==> config.mk <==
export PLATFORM = sky130hd
export DESIGN_NAME = ringtone_text_note_parser_core
export DESIGN_NICKNAME = d
export VERILOG_FILES = /design/src/design/rtnp_pkg.sv /design/src/design/rtnp_serdiv.sv /design/src/design/ringtone_text_note_parser_core.sv
export SDC_FILE = /design/constraint.sdc
export NUM_CORES = 1
export LEC_CHECK = 0
export BUFFER_PORTS_ARGS = -buffer_cell sky130_fd_sc_hd__buf_4
export CORE_UTILIZATION = 40
export CTS_CLUSTER_DIAMETER = 100
export DETAILED_ROUTE_END_ITERATION = 10
export SYNTH_ARGS = -nofsm -noshare
export SYNTH_HDL_FRONTEND = slang
export SYNTH_HIERARCHICAL = 1
export SYNTH_SLANG_ARGS = --single-unit
==> constraint.sdc <==
create_clock -name clk -period 5.35 [get_ports clk]
set_input_delay 0.2675 -clock clk [delete_from_list [all_inputs] [get_ports clk]]
set_output_delay 0.2675 -clock clk [all_outputs]
set_load 0.01 [all_outputs]
==> src/design/rtnp_pkg.sv <==
`default_nettype none

package rtnp_pkg;

  // serial divider geometry
  localparam int DVD_W = 34;
  localparam int DVS_W = 16;
  localparam int CNT_W = 6;

  // sharp: f * 10595 / 10000 needs the full product width
  localparam logic [CNT_W-1:0] SHARP_ITERS = CNT_W'(DVD_W);
  // duration: 2,000,000 fits in 21 bits, left-aligned in the dividend
  localparam int               DUR_BITS    = 21;
  localparam logic [CNT_W-1:0] DUR_ITERS   = CNT_W'(DUR_BITS);
  localparam logic [DVD_W-1:0] DUR_DVD     = DVD_W'(2000000) << (DVD_W - DUR_BITS);

  localparam logic [13:0]      SHARP_NUM   = 14'd10595;
  localparam logic [DVS_W-1:0] SHARP_DEN   = DVS_W'(10000);

  localparam logic [19:0] FREQ_MAX  = 20'hFFFFF;
  localparam logic [15:0] VAL_MAX   = 16'hFFFF;
  localparam logic [3:0]  OCT_LIMIT = 4'd5;
  localparam logic [3:0]  OCT_MAX   = 4'd15;
  localparam logic [15:0] DEF_DUR   = 16'd4;
  localparam logic [3:0]  DEF_OCT   = 4'd6;

  // characters of interest
  localparam logic [7:0] CH_EOS   = 8'h00;
  localparam logic [7:0] CH_SHARP = 8'h23;
  localparam logic [7:0] CH_COMMA = 8'h2C;
  localparam logic [7:0] CH_DOT   = 8'h2E;
  localparam logic [7:0] CH_ZERO  = 8'h30;
  localparam logic [7:0] CH_NINE  = 8'h39;
  localparam logic [7:0] CH_COLON = 8'h3A;
  localparam logic [7:0] CH_A     = 8'h61;
  localparam logic [7:0] CH_D     = 8'h64;
  localparam logic [7:0] CH_G     = 8'h67;
  localparam logic [7:0] CH_O     = 8'h6F;
  localparam logic [7:0] CH_P     = 8'h70;
  localparam logic [7:0] CH_Z     = 8'h7A;

  // base tones a..g
  localparam logic [9:0] TONE_HZ [0:6] = '{10'd440, 10'd494, 10'd523, 10'd587,
                                           10'd659, 10'd698, 10'd784};

  typedef enum logic [3:0] {
    PH_TITLE,
    PH_HDR_KEY,
    PH_HDR_VAL,
    PH_NOTE_START,
    PH_DUR1,
    PH_DUR2,
    PH_LETTER,
    PH_SHARP,
    PH_DOT,
    PH_OCT,
    PH_NOTE_END
  } phase_t;

  typedef enum logic [2:0] {
    S_IDLE,
    S_SHARP_START,
    S_SHARP_WAIT,
    S_DOUBLE,
    S_DIV_WAIT,
    S_OUT
  } seq_t;

  typedef struct packed {
    logic             start;
    logic [CNT_W-1:0] iters;
  } div_ctrl_t;

  typedef struct packed {
    logic busy;
    logic done;
  } div_stat_t;

endpackage

`default_nettype wire

==> src/design/rtnp_serdiv.sv <==
`default_nettype none

// Restoring divider, one quotient bit per cycle, dividend taken MSB first.
module rtnp_serdiv (
  input  logic                        clk,
  input  logic                        rst,
  input  rtnp_pkg::div_ctrl_t         ctrl,
  input  logic [rtnp_pkg::DVD_W-1:0]  dividend,
  input  logic [rtnp_pkg::DVS_W-1:0]  divisor,
  output rtnp_pkg::div_stat_t         stat,
  output logic [rtnp_pkg::DVD_W-1:0]  quotient
);
  import rtnp_pkg::*;

  logic [DVD_W-1:0] dvd;
  logic [DVS_W-1:0] dvs;
  logic [DVS_W-1:0] rem;
  logic [CNT_W-1:0] count;
  logic             busy;
  logic             done;
  logic [DVS_W:0]   trial;
  logic [DVS_W:0]   diff;
  logic             fits;

  always_comb begin
    trial = {rem, dvd[DVD_W-1]};
    diff  = trial - {1'b0, dvs};
    fits  = (trial >= {1'b0, dvs});
  end

  always_ff @(posedge clk) begin
    if (rst) begin
      busy  <= 1'b0;
      done  <= 1'b0;
      count <= '0;
    end else begin
      done <= 1'b0;
      if (ctrl.start) begin
        busy  <= 1'b1;
        count <= ctrl.iters;
      end else if (busy) begin
        count <= count - CNT_W'(1);
        if (count == CNT_W'(1)) begin
          busy <= 1'b0;
          done <= 1'b1;
        end
      end
    end
  end

  always_ff @(posedge clk) begin
    if (ctrl.start) begin
      dvd      <= dividend;
      dvs      <= divisor;
      rem      <= '0;
      quotient <= '0;
    end else if (busy) begin
      dvd      <= {dvd[DVD_W-2:0], 1'b0};
      rem      <= fits ? diff[DVS_W-1:0] : trial[DVS_W-1:0];
      quotient <= {quotient[DVD_W-2:0], fits};
    end
  end

  assign stat = '{busy: busy, done: done};

  a_no_restart: assert property (@(posedge clk) disable iff (rst) ctrl.start |-> !busy)
    else $error("divider started while busy");
  a_done_after_busy: assert property (@(posedge clk) disable iff (rst) done |-> $past(busy))
    else $error("divider done without a running division");

endmodule

`default_nettype wire

==> src/design/ringtone_text_note_parser_core.sv <==
`default_nettype none

// Ringtone text note parser. Characters of a ringtone string come in one per
// transaction on the input channel; a zero character ends the string and returns
// the parser registers, header defaults included, to their reset values. The
// title is skipped up to the first ':', the header sets the default octave (o=)
// and note value (d=), and each note closed by ',' or by end of string gives one
// output transaction carrying frequency, duration and the zero-duration flag.
// Input is taken only while the sequencer is idle; an ordinary character leaves
// it idle. For a '#' the frequency is multiplied by 10595 into a register as the
// character is taken, then divided by 10000 in the bit-serial divider, 34 steps.
// A note end first runs k doubling steps, one per cycle, k being the note's
// octave minus 5 when above 5, then 21 divider steps for 2,000,000 / note value,
// then the output load; a zero note value skips the divider. The output register
// holds a finished note while the next characters are taken; a note end waits in
// the output step only while the previous note is still held.
module ringtone_text_note_parser_core (
  input  logic        clk,
  input  logic        rst,
  input  logic        in_valid,
  output logic        in_ready,
  input  logic [7:0]  character,
  output logic        out_valid,
  input  logic        out_ready,
  output logic [19:0] frequency,
  output logic [21:0] duration,
  output logic        zero_duration
);
  import rtnp_pkg::*;

  // sequencer and parser registers
  seq_t        state, state_next;
  phase_t      phase, phase_next;
  logic [15:0] def_dur, def_dur_next;
  logic [3:0]  def_oct, def_oct_next;
  logic [7:0]  header_letter, header_letter_next;
  logic [15:0] header_value, header_value_next;
  logic [15:0] note_value, note_value_next;
  logic [3:0]  note_octave, note_octave_next;
  logic [19:0] note_freq, note_freq_next;
  logic        dotted, dotted_next;
  logic        clr_pend, clr_pend_next;
  logic        out_valid_next;

  // payload registers
  logic [DVD_W-1:0] prod;
  logic [21:0]      res_dur;
  logic             res_zero;

  // character decode results
  phase_t      p_phase;
  logic [7:0]  p_hlet;
  logic [15:0] p_hval;
  logic [15:0] p_ddur;
  logic [3:0]  p_doct;
  logic [15:0] p_nval;
  logic [3:0]  p_noct;
  logic [19:0] p_nfreq;
  logic        p_dot;
  logic        want_sharp;
  logic        want_emit;
  logic        want_clear;

  logic        accept;
  logic        c_dig;
  logic        c_low;
  logic [3:0]  dig;
  logic [2:0]  letter_idx;

  logic        do_clear;
  logic        out_load;
  logic        res_load_zero;
  logic        res_load_div;
  logic [20:0] dbl;
  logic [22:0] dur_x3;
  logic [21:0] dur_calc;

  // divider interface
  div_ctrl_t        div_ctrl;
  div_stat_t        div_stat;
  logic [DVD_W-1:0] div_dividend;
  logic [DVS_W-1:0] div_divisor;
  logic [DVD_W-1:0] div_quot;

  // v * 10 + d, saturating at 65535
  function automatic logic [15:0] acc10(input logic [15:0] v, input logic [3:0] d);
    logic [19:0] r;
    r = {1'b0, v, 3'b000} + {3'b000, v, 1'b0} + {16'd0, d};
    return (|r[19:16]) ? VAL_MAX : r[15:0];
  endfunction

  assign accept     = in_valid && in_ready;
  assign c_dig      = character inside {[CH_ZERO:CH_NINE]};
  assign c_low      = character inside {[CH_A:CH_Z]};
  assign dig        = character[3:0];
  assign letter_idx = 3'(character - CH_A);

  // Per-character parse, used only when a transaction is taken in idle.
  // The note phases fall through one another the way the grammar allows
  // skipping optional parts.
  always_comb begin
    p_phase    = phase;
    p_hlet     = header_letter;
    p_hval     = header_value;
    p_ddur     = def_dur;
    p_doct     = def_oct;
    p_nval     = note_value;
    p_noct     = note_octave;
    p_nfreq    = note_freq;
    p_dot      = dotted;
    want_sharp = 1'b0;
    want_emit  = 1'b0;
    want_clear = 1'b0;
    if (character == CH_EOS) begin
      want_clear = 1'b1;
      want_emit  = (phase == PH_SHARP) || (phase == PH_DOT) ||
                   (phase == PH_OCT) || (phase == PH_NOTE_END);
    end else begin
      case (phase)
        PH_HDR_KEY: begin
          if (character == CH_COLON) begin
            p_phase = PH_NOTE_START;
          end else if (c_low) begin
            p_hlet  = character;
            p_hval  = '0;
            p_phase = PH_HDR_VAL;
          end
        end
        PH_HDR_VAL: begin
          if (c_dig) begin
            p_hval = acc10(header_value, dig);
          end else if (character == CH_COLON || character == CH_COMMA) begin
            if (header_letter == CH_O) begin
              p_doct = (header_value > 16'(OCT_MAX)) ? OCT_MAX : header_value[3:0];
            end else if (header_letter == CH_D) begin
              p_ddur = header_value;
            end
            p_phase = (character == CH_COLON) ? PH_NOTE_START : PH_HDR_KEY;
          end
        end
        PH_NOTE_START, PH_DUR1, PH_DUR2, PH_LETTER: begin
          if (phase == PH_NOTE_START) begin
            p_nval = def_dur;
            p_noct = def_oct;
            p_dot  = 1'b0;
          end
          if ((phase == PH_NOTE_START || phase == PH_DUR1) && c_dig) begin
            p_nval  = {12'd0, dig};
            p_phase = PH_DUR2;
          end else if (phase == PH_DUR2 && c_dig) begin
            p_nval  = acc10(note_value, dig);
            p_phase = PH_LETTER;
          end else begin
            // a non-letter keeps the previous frequency
            if (c_low) begin
              if (character == CH_P || character > CH_G) begin
                p_nfreq = '0;
              end else begin
                p_nfreq = {10'd0, TONE_HZ[letter_idx]};
              end
            end
            p_phase = PH_SHARP;
          end
        end
        PH_SHARP, PH_DOT, PH_OCT, PH_NOTE_END: begin
          if (phase == PH_SHARP && character == CH_SHARP) begin
            want_sharp = 1'b1;
            p_phase    = PH_DOT;
          end else if ((phase == PH_SHARP || phase == PH_DOT) && character == CH_DOT) begin
            p_dot   = 1'b1;
            p_phase = PH_OCT;
          end else if (phase != PH_NOTE_END && c_dig) begin
            p_noct  = dig;
            p_phase = PH_NOTE_END;
          end else if (character == CH_COMMA) begin
            want_emit = 1'b1;
            p_phase   = PH_DUR1;
          end
        end
        default: begin
          // title, and any code past the note end
          if (character == CH_COLON) begin
            p_phase = PH_HDR_KEY;
          end
        end
      endcase
    end
  end

  // sequencer next state
  always_comb begin
    state_next = state;
    case (state)
      S_IDLE: begin
        if (accept) begin
          if (want_sharp) begin
            state_next = S_SHARP_START;
          end else if (want_emit) begin
            state_next = S_DOUBLE;
          end
        end
      end
      S_SHARP_START: state_next = S_SHARP_WAIT;
      S_SHARP_WAIT: begin
        if (div_stat.done) begin
          state_next = S_IDLE;
        end
      end
      S_DOUBLE: begin
        if (note_octave <= OCT_LIMIT) begin
          state_next = (note_value == 16'd0) ? S_OUT : S_DIV_WAIT;
        end
      end
      S_DIV_WAIT: begin
        if (div_stat.done) begin
          state_next = S_OUT;
        end
      end
      S_OUT: begin
        if (!out_valid || out_ready) begin
          state_next = S_IDLE;
        end
      end
      default: state_next = S_IDLE;
    endcase
  end

  // 3/2 for a dotted note, truncated
  assign dur_x3   = {2'b00, div_quot[DUR_BITS-1:0]} + {1'b0, div_quot[DUR_BITS-1:0], 1'b0};
  assign dur_calc = dotted ? dur_x3[22:1] : 22'(div_quot[DUR_BITS-1:0]);
  assign dbl      = {note_freq, 1'b0};

  // sequencer outputs and register updates
  always_comb begin
    phase_next         = phase;
    def_dur_next       = def_dur;
    def_oct_next       = def_oct;
    header_letter_next = header_letter;
    header_value_next  = header_value;
    note_value_next    = note_value;
    note_octave_next   = note_octave;
    note_freq_next     = note_freq;
    dotted_next        = dotted;
    clr_pend_next      = clr_pend;
    in_ready           = (state == S_IDLE);
    div_ctrl           = '{start: 1'b0, iters: DUR_ITERS};
    div_dividend       = DUR_DVD;
    div_divisor        = note_value;
    do_clear           = 1'b0;
    out_load           = 1'b0;
    res_load_zero      = 1'b0;
    res_load_div       = 1'b0;
    case (state)
      S_IDLE: begin
        if (accept) begin
          phase_next         = p_phase;
          def_dur_next       = p_ddur;
          def_oct_next       = p_doct;
          header_letter_next = p_hlet;
          header_value_next  = p_hval;
          note_value_next    = p_nval;
          note_octave_next   = p_noct;
          note_freq_next     = p_nfreq;
          dotted_next        = p_dot;
          // end of string with a pending note clears after the note leaves
          if (want_clear && want_emit) begin
            clr_pend_next = 1'b1;
          end else if (want_clear) begin
            do_clear = 1'b1;
          end
        end
      end
      S_SHARP_START: begin
        div_ctrl     = '{start: 1'b1, iters: SHARP_ITERS};
        div_dividend = prod;
        div_divisor  = SHARP_DEN;
      end
      S_SHARP_WAIT: begin
        if (div_stat.done) begin
          note_freq_next = (|div_quot[DVD_W-1:20]) ? FREQ_MAX : div_quot[19:0];
        end
      end
      S_DOUBLE: begin
        if (note_octave > OCT_LIMIT) begin
          note_freq_next   = dbl[20] ? FREQ_MAX : dbl[19:0];
          note_octave_next = note_octave - 4'd1;
        end else if (note_value == 16'd0) begin
          res_load_zero = 1'b1;
        end else begin
          div_ctrl = '{start: 1'b1, iters: DUR_ITERS};
        end
      end
      S_DIV_WAIT: begin
        res_load_div = div_stat.done;
      end
      S_OUT: begin
        if (!out_valid || out_ready) begin
          out_load      = 1'b1;
          clr_pend_next = 1'b0;
          do_clear      = clr_pend;
        end
      end
      default: ;
    endcase
    if (do_clear) begin
      phase_next         = PH_TITLE;
      def_dur_next       = DEF_DUR;
      def_oct_next       = DEF_OCT;
      header_letter_next = '0;
      header_value_next  = '0;
      note_value_next    = '0;
      note_octave_next   = '0;
      note_freq_next     = '0;
      dotted_next        = 1'b0;
    end
    out_valid_next = out_load ? 1'b1 : (out_ready ? 1'b0 : out_valid);
  end

  always_ff @(posedge clk) begin
    if (rst) begin
      state         <= S_IDLE;
      phase         <= PH_TITLE;
      def_dur       <= DEF_DUR;
      def_oct       <= DEF_OCT;
      header_letter <= '0;
      header_value  <= '0;
      note_value    <= '0;
      note_octave   <= '0;
      note_freq     <= '0;
      dotted        <= 1'b0;
      clr_pend      <= 1'b0;
      out_valid     <= 1'b0;
    end else begin
      state         <= state_next;
      phase         <= phase_next;
      def_dur       <= def_dur_next;
      def_oct       <= def_oct_next;
      header_letter <= header_letter_next;
      header_value  <= header_value_next;
      note_value    <= note_value_next;
      note_octave   <= note_octave_next;
      note_freq     <= note_freq_next;
      dotted        <= dotted_next;
      clr_pend      <= clr_pend_next;
      out_valid     <= out_valid_next;
    end
  end

  // payload: sharp product, finished duration, output transaction
  always_ff @(posedge clk) begin
    if (accept && want_sharp) begin
      prod <= {14'd0, note_freq} * DVD_W'(SHARP_NUM);
    end
    if (res_load_zero) begin
      res_dur  <= '0;
      res_zero <= 1'b1;
    end else if (res_load_div) begin
      res_dur  <= dur_calc;
      res_zero <= 1'b0;
    end
    if (out_load) begin
      frequency     <= note_freq;
      duration      <= res_dur;
      zero_duration <= res_zero;
    end
  end

  rtnp_serdiv u_div (
    .clk      (clk),
    .rst      (rst),
    .ctrl     (div_ctrl),
    .dividend (div_dividend),
    .divisor  (div_divisor),
    .stat     (div_stat),
    .quotient (div_quot)
  );

  a_busy_blocks_input: assert property (@(posedge clk) disable iff (rst)
      div_stat.busy |-> !in_ready)
    else $error("input taken while the divider runs");
  a_zero_flag_dur: assert property (@(posedge clk) disable iff (rst)
      out_valid && zero_duration |-> duration == '0)
    else $error("zero-duration note with nonzero duration");
  a_octave_reduced: assert property (@(posedge clk) disable iff (rst)
      state == S_DIV_WAIT |-> note_octave <= OCT_LIMIT)
    else $error("duration divide started before octave doubling finished");

endmodule

`default_nettype wire
==> metrics.cfg, run 1 <==
[pwr]
finalPower_mw = 7.83
p_per_area_mw_per_mm2 = 317
p_leak_nw = 11.1
ir_drop_mv = 0.200

[timing]
slew_violations = 0
slew_headroom = 0.273
skew_ns = 0.0327
finalWorstSetupSlack_ns = -0.0856
period_share = 1.02
fmax_mhz = 184
hold_viol = 0
finalSetupTns_ns = -0.245
whs_ns = 0.0556
finalSetupViolCount = 5
fin_crit_ns = 5.44
tightest_slew_ns = 1.08
grt_setup_unrepaired = yes

[status]
status = finished with violations
failed_checks = design-rule violations, negative setup slack

[synth]
yosysWarnings = 6
synth_area_per_cell_um2 = 9.71
synth.net_count = 2572
synthCells = 2215
syn_area_mm2 = 0.0215

[floorplan]
start_util = 0.407
core_area_mm2 = 0.0529
ioPinCount = 57
die_w_um = 234
dieArea_mm2 = 0.0547
dieHeight_um = 234
rows = 84

[global_route]
antenna_found_initial = 0
grt_use_total = 0.192
grt_pass1_wl_um = 84400
grt_pass1_vias = 16000
grt_max_degree = 61
overflow = 0

[cells_and_area]
instances_no_fill = 3030
nFillCells = 4963
layout.nets = 2671
register_area_mm2 = 0.00735
n_antenna_cell = 0
area_growth_pct = 14.8
drive_above_1_share = 0.159
multiInputGateArea_mm2 = 0.0135

[routing]
routed_wl_um = 51900
drcViolationCount = 1
drtIter0Drc = 915
wl_per_cell_um = 17.1
wl_met2_um = 23900
wl_met1_um = 24800
postRouteAntennaNets = 0
wl_met3_um = 2240
drt_pass1_iterations = 10
top_layer = met4
vias_per_cell = 5.43
vias = 16400

[place]
routabilityCongestion = 0.911
dp_slack_ns = -0.252
io_buffers = 56
placed_cells = 2952
post-dp-hpwl_um = 38700

[clock_network]
cts_inserted_buffers = 36
cts.htree.levels = 2
root_buffer = clkbuf_16
cts_tree = done
clock_latency_ns = 0.57
clockBufferDepth = 3
clk_pin_slew_ns = 0.06
cts.sinks = 302

[setup_path]
arrival_ns = 5.75
reg2reg_from = note_freq[3]$_SDFFE_PP0P_
required_ns = 5.66
end_kind = register
reg2reg_depth = 20
path_class = reg -> reg
r2r_slack_ns = -0.09
critPathLaunchType = register
setup.worst_path.start = note_freq[3]$_SDFFE_PP0P_
crit_end = prod[33]$_DFFE_PP_
rr_endpoint = prod[33]$_DFFE_PP_
critPathMaxFanout = 3

[flow_run]
drv_cap = 0

[hold_path]
holdPathStages = 3
hold_path.class = in -> reg

report_power, final:
part | internal, mW | switching [mW] | leakage [nW] | total [mW]
Clock | 1.44 | 1.03 | 0.581 | 2.47
Sequential | 2.77 | 0.156 | 2.54 | 2.93
Combinational | 1.08 | 1.36 | 7.94 | 2.43
per-stage QoR:
step,util,cell area [µm²]
after floorplan,-,21700
after global placement,0.438,23200
after detailed placement,0.438,23200
after CTS,0.466,24600
after global routing,0.467,24700
final,0.467,24700
layout make-up:
type                    instances  share of cell area
multi-input cells            1635               0.545
flip-flops and latches        302               0.298
repair buffers                146              0.0445
clock buffers                  48              0.0408
well taps                     688              0.0348
inverters                     193              0.0293
clock inverters                18             0.00765
worst min path at each step:
stage                             from                      to
2_1_floorplan                      rst  out_valid$_SDFFE_PP0P_
3_3_place_gp   res_dur[9]$_SDFFE_PP0P_   duration[9]$_DFFE_PP_
3_5_place_dp   res_dur[9]$_SDFFE_PP0P_   duration[9]$_DFFE_PP_
4_1_cts                      out_ready  out_valid$_SDFFE_PP0P_
5_1_grt                      out_ready  out_valid$_SDFFE_PP0P_
6_report                     out_ready  out_valid$_SDFFE_PP0P_
layout by cell type (no fill, tap or decap), types with 36 or more instances in the layout:
cell type	count
fa_1	76
ha_1	249
clkbuf_16	37
nor2b_1	36
edfxtp_1	127
and2_1	39
nor2_1	204
a21oi_1	116
buf_4	145
nand2_1	141
mux2i_1	71
xnor2_1	49
dfxtp_1	161
inv_1	180
o21ai_0	83
flip-flops by register name, summed over array words and instances (netlist names), 3 cells and up:
signal,count
note_octave,4
frequency,20
state,3
header_value,16
u_div/dvs,16
u_div/quotient,34
note_freq,20
u_div/rem,16
header_letter,8
u_div/dvd,34
phase,4
note_value,16
def_oct,4
def_dur,16
u_div/count,6
duration,22
prod,34
res_dur,22
worst max-delay path, cell delays in order (launching register included):
cell,delay (ns)
dfxtp_4,0.37
ha_4,0.26
inv_2,0.03
fa_1,0.49
inv_2,0.05
fa_2,0.57
fa_1,0.43
fa_1,0.50
inv_1,0.05
fa_1,0.49
inv_2,0.05
ha_4,0.21
and4_1,0.20
a221o_1,0.35
a22oi_2,0.16
a31oi_2,0.14
nor3_2,0.25
o31ai_2,0.10
buf_4,0.15
o221a_4,0.21
xnor2_1,0.11
metal layers:
metal | up-vias | track usage
li1 | 8106 | -
met2 | 317 | 0.308
met3 | 65 | 0.0283
met5 | - | 0
met1 | 7959 | 0.269
met4 | 0 | 0.0487
what timing repair did:
action,4_1_cts,5_1_grt
gates resized for setup,35,20
hold buffers,1,0
setup endpoints to repair,8,10
pin swaps,43,15
buffers inserted,10,1
endpoints found under the hold margin,10,0
Power figures use the tool's default switching activity.
==> inputs of run 2 (changes only) <==
--- a/config.mk
+++ b/config.mk
@@ -6,9 +6,13 @@
 export NUM_CORES = 1
 export LEC_CHECK = 0
 export BUFFER_PORTS_ARGS = -buffer_cell sky130_fd_sc_hd__buf_4
+export CELL_PAD_IN_SITES_DETAIL_PLACEMENT = 1
+export CELL_PAD_IN_SITES_GLOBAL_PLACEMENT = 1
+export CORE_ASPECT_RATIO = 1.4
 export CORE_UTILIZATION = 40
 export CTS_CLUSTER_DIAMETER = 100
 export DETAILED_ROUTE_END_ITERATION = 10
+export PLACE_DENSITY_LB_ADDON = 0.1
 export SYNTH_ARGS = -nofsm -noshare
 export SYNTH_HDL_FRONTEND = slang
 export SYNTH_HIERARCHICAL = 1
==> metrics.cfg, run 2 (synthesized netlist as in run 1, its figures left out) <==
[global_route]
overflow = 0
grt_pass1_vias = 17800
grt_pass1_wl_um = 97300
grt_max_degree = 77
grt_use_total = 0.224
antenna_found_initial = 1

[timing]
slew_headroom = 0.237
finalSetupTns_ns = -0.161
fin_crit_ns = 5.41
slew_violations = 0
hold_viol = 0
period_share = 1.01
fmax_mhz = 185
finalSetupViolCount = 3
finalWorstSetupSlack_ns = -0.0635
grt_setup_unrepaired = yes
tightest_slew_ns = 1.14
skew_ns = 0.0146
whs_ns = 0.0523

[cells_and_area]
final_common_cell = ha_1
largestRegisters = prod x34, u_div/dvd x34, u_div/quotient x34
instances_no_fill = 3073
n_antenna_cell = 0
final_util = 0.467
nFillCells = 5930
layout.nets = 2688
final_cell_mix = ha_1 (250), nor2_1 (204), inv_1 (180)
area_growth_pct = 15.4
fin_area_mm2 = 0.0248
drive_above_1_share = 0.162

[place]
routabilityCongestion = 0.896
dp_slack_ns = -0.330
post-dp-hpwl_um = 45900
io_buffers = 56
placed_cells = 2995
placed_cell_area_mm2 = 0.0233

[routing]
vias_per_cell = 5.38
drcViolationCount = 0
postRouteAntennaNets = 0
vias = 16500
routed_wl_um = 59500
drt_pass1_iterations = 5
wl_per_cell_um = 19.4
drtIter0Drc = 487

[setup_path]
path_class = reg -> reg
required_ns = 5.64
critPathLaunchType = register
arrival_ns = 5.70
end_kind = register
critPathMaxFanout = 3

[pwr]
ir_drop_mv = 0.202
p_clk_frac = 0.317
p_comb_frac = 0.316
p_leak_nw = 11.1
p_per_area_mw_per_mm2 = 322
p_sw_mw = 2.65
switching_share = 0.332
pwr-share-seq = 0.368
internal-power_mw = 5.35
finalPower_mw = 8.00

[floorplan]
ioPinCount = 57
core_area_mm2 = 0.0532
dieArea_mm2 = 0.0547
dieHeight_um = 276
start_util = 0.405
die_w_um = 198
rows = 100

[clock_network]
cts.sinks = 302
clock_latency_ns = 0.55
clockBufferDepth = 3
clk_pin_slew_ns = 0.06
cts_inserted_buffers = 36
root_buffer = clkbuf_16
cts_tree = done
cts.htree.levels = 2

[flow_run]
drv_cap = 0

[status]
status = finished with violations
failed_checks = negative setup slack

[hold_path]
hold_path.class = in -> reg

## run 2: layout make-up
type / instances / area, µm² / share of cell area
timing repair buffer: 163 / 1240 / 0.0500
multi-input combinational: 1635 / 13400 / 0.541
inverter: 193 / 724 / 0.0292
sequential: 302 / 7350 / 0.296
clock buffer: 45 / 956 / 0.0385
clock inverter: 21 / 231 / 0.00932
tap: 714 / 893 / 0.0360
## run 2: worst paths after layout
| check | startpoint | end | slack [ns] | cells after the start |
|---|---|---|---|---|
| worst max register to register | note_freq[3]$_SDFFE_PP0P_ | prod[25]$_DFFE_PP_ | -0.06 | 22 |
| worst min-delay path | out_ready | out_valid$_SDFFE_PP0P_ | 0.05 | 3 |
| worst min register to register | res_dur[2]$_SDFFE_PP0P_ | duration[2]$_DFFE_PP_ | 0.43 | 0 |
| worst max-delay path | note_freq[3]$_SDFFE_PP0P_ | prod[25]$_DFFE_PP_ | -0.06 | 22 |
## run 2: metal layers
layer | share of wire | GRT usage | wire, µm
met5 | 0 | 0 | 0
met4 | 0.020 | 0.0541 | 1210
met3 | 0.019 | 0.0243 | 1120
met2 | 0.52 | 0.410 | 31100
met1 | 0.44 | 0.276 | 26100
## run 2: worst max-delay path: stages (launching register included)
cell and delay (ns):
dfxtp_4 0.37, ha_4 0.26, inv_2 0.03, fa_1 0.52, inv_2 0.05, fa_2 0.58
fa_1 0.44, fa_1 0.50, inv_1 0.05, fa_1 0.50, inv_2 0.05, ha_4 0.21
and4_1 0.20, a221o_1 0.34, a22oi_2 0.12, a31oi_1 0.12, buf_4 0.15, buf_4 0.12
buf_4 0.12, buf_4 0.12, buf_4 0.13, nor2_2 0.10, xnor2_1 0.09
## run 2: what timing repair did
action | 4_1_cts | 5_1_grt
endpoints found under the hold margin | 12 | 0
gates resized for setup | 38 | 14
pin swaps | 48 | 16
hold buffers | 1 | 0
setup endpoints to repair | 9 | 11
buffers inserted | 8 | 3
## run 2: power groups by stage
stage / combinational, mW / sequential, mW / clock [mW]
after detailed placement: 2.48 / 2.99 / 0
final: 2.53 / 2.94 / 2.53
after CTS: 2.57 / 2.95 / 2.61
after global routing: 2.85 / 2.97 / 2.69
after floorplan: 1.76 / 2.94 / 0
after global placement: 2.40 / 2.98 / 0
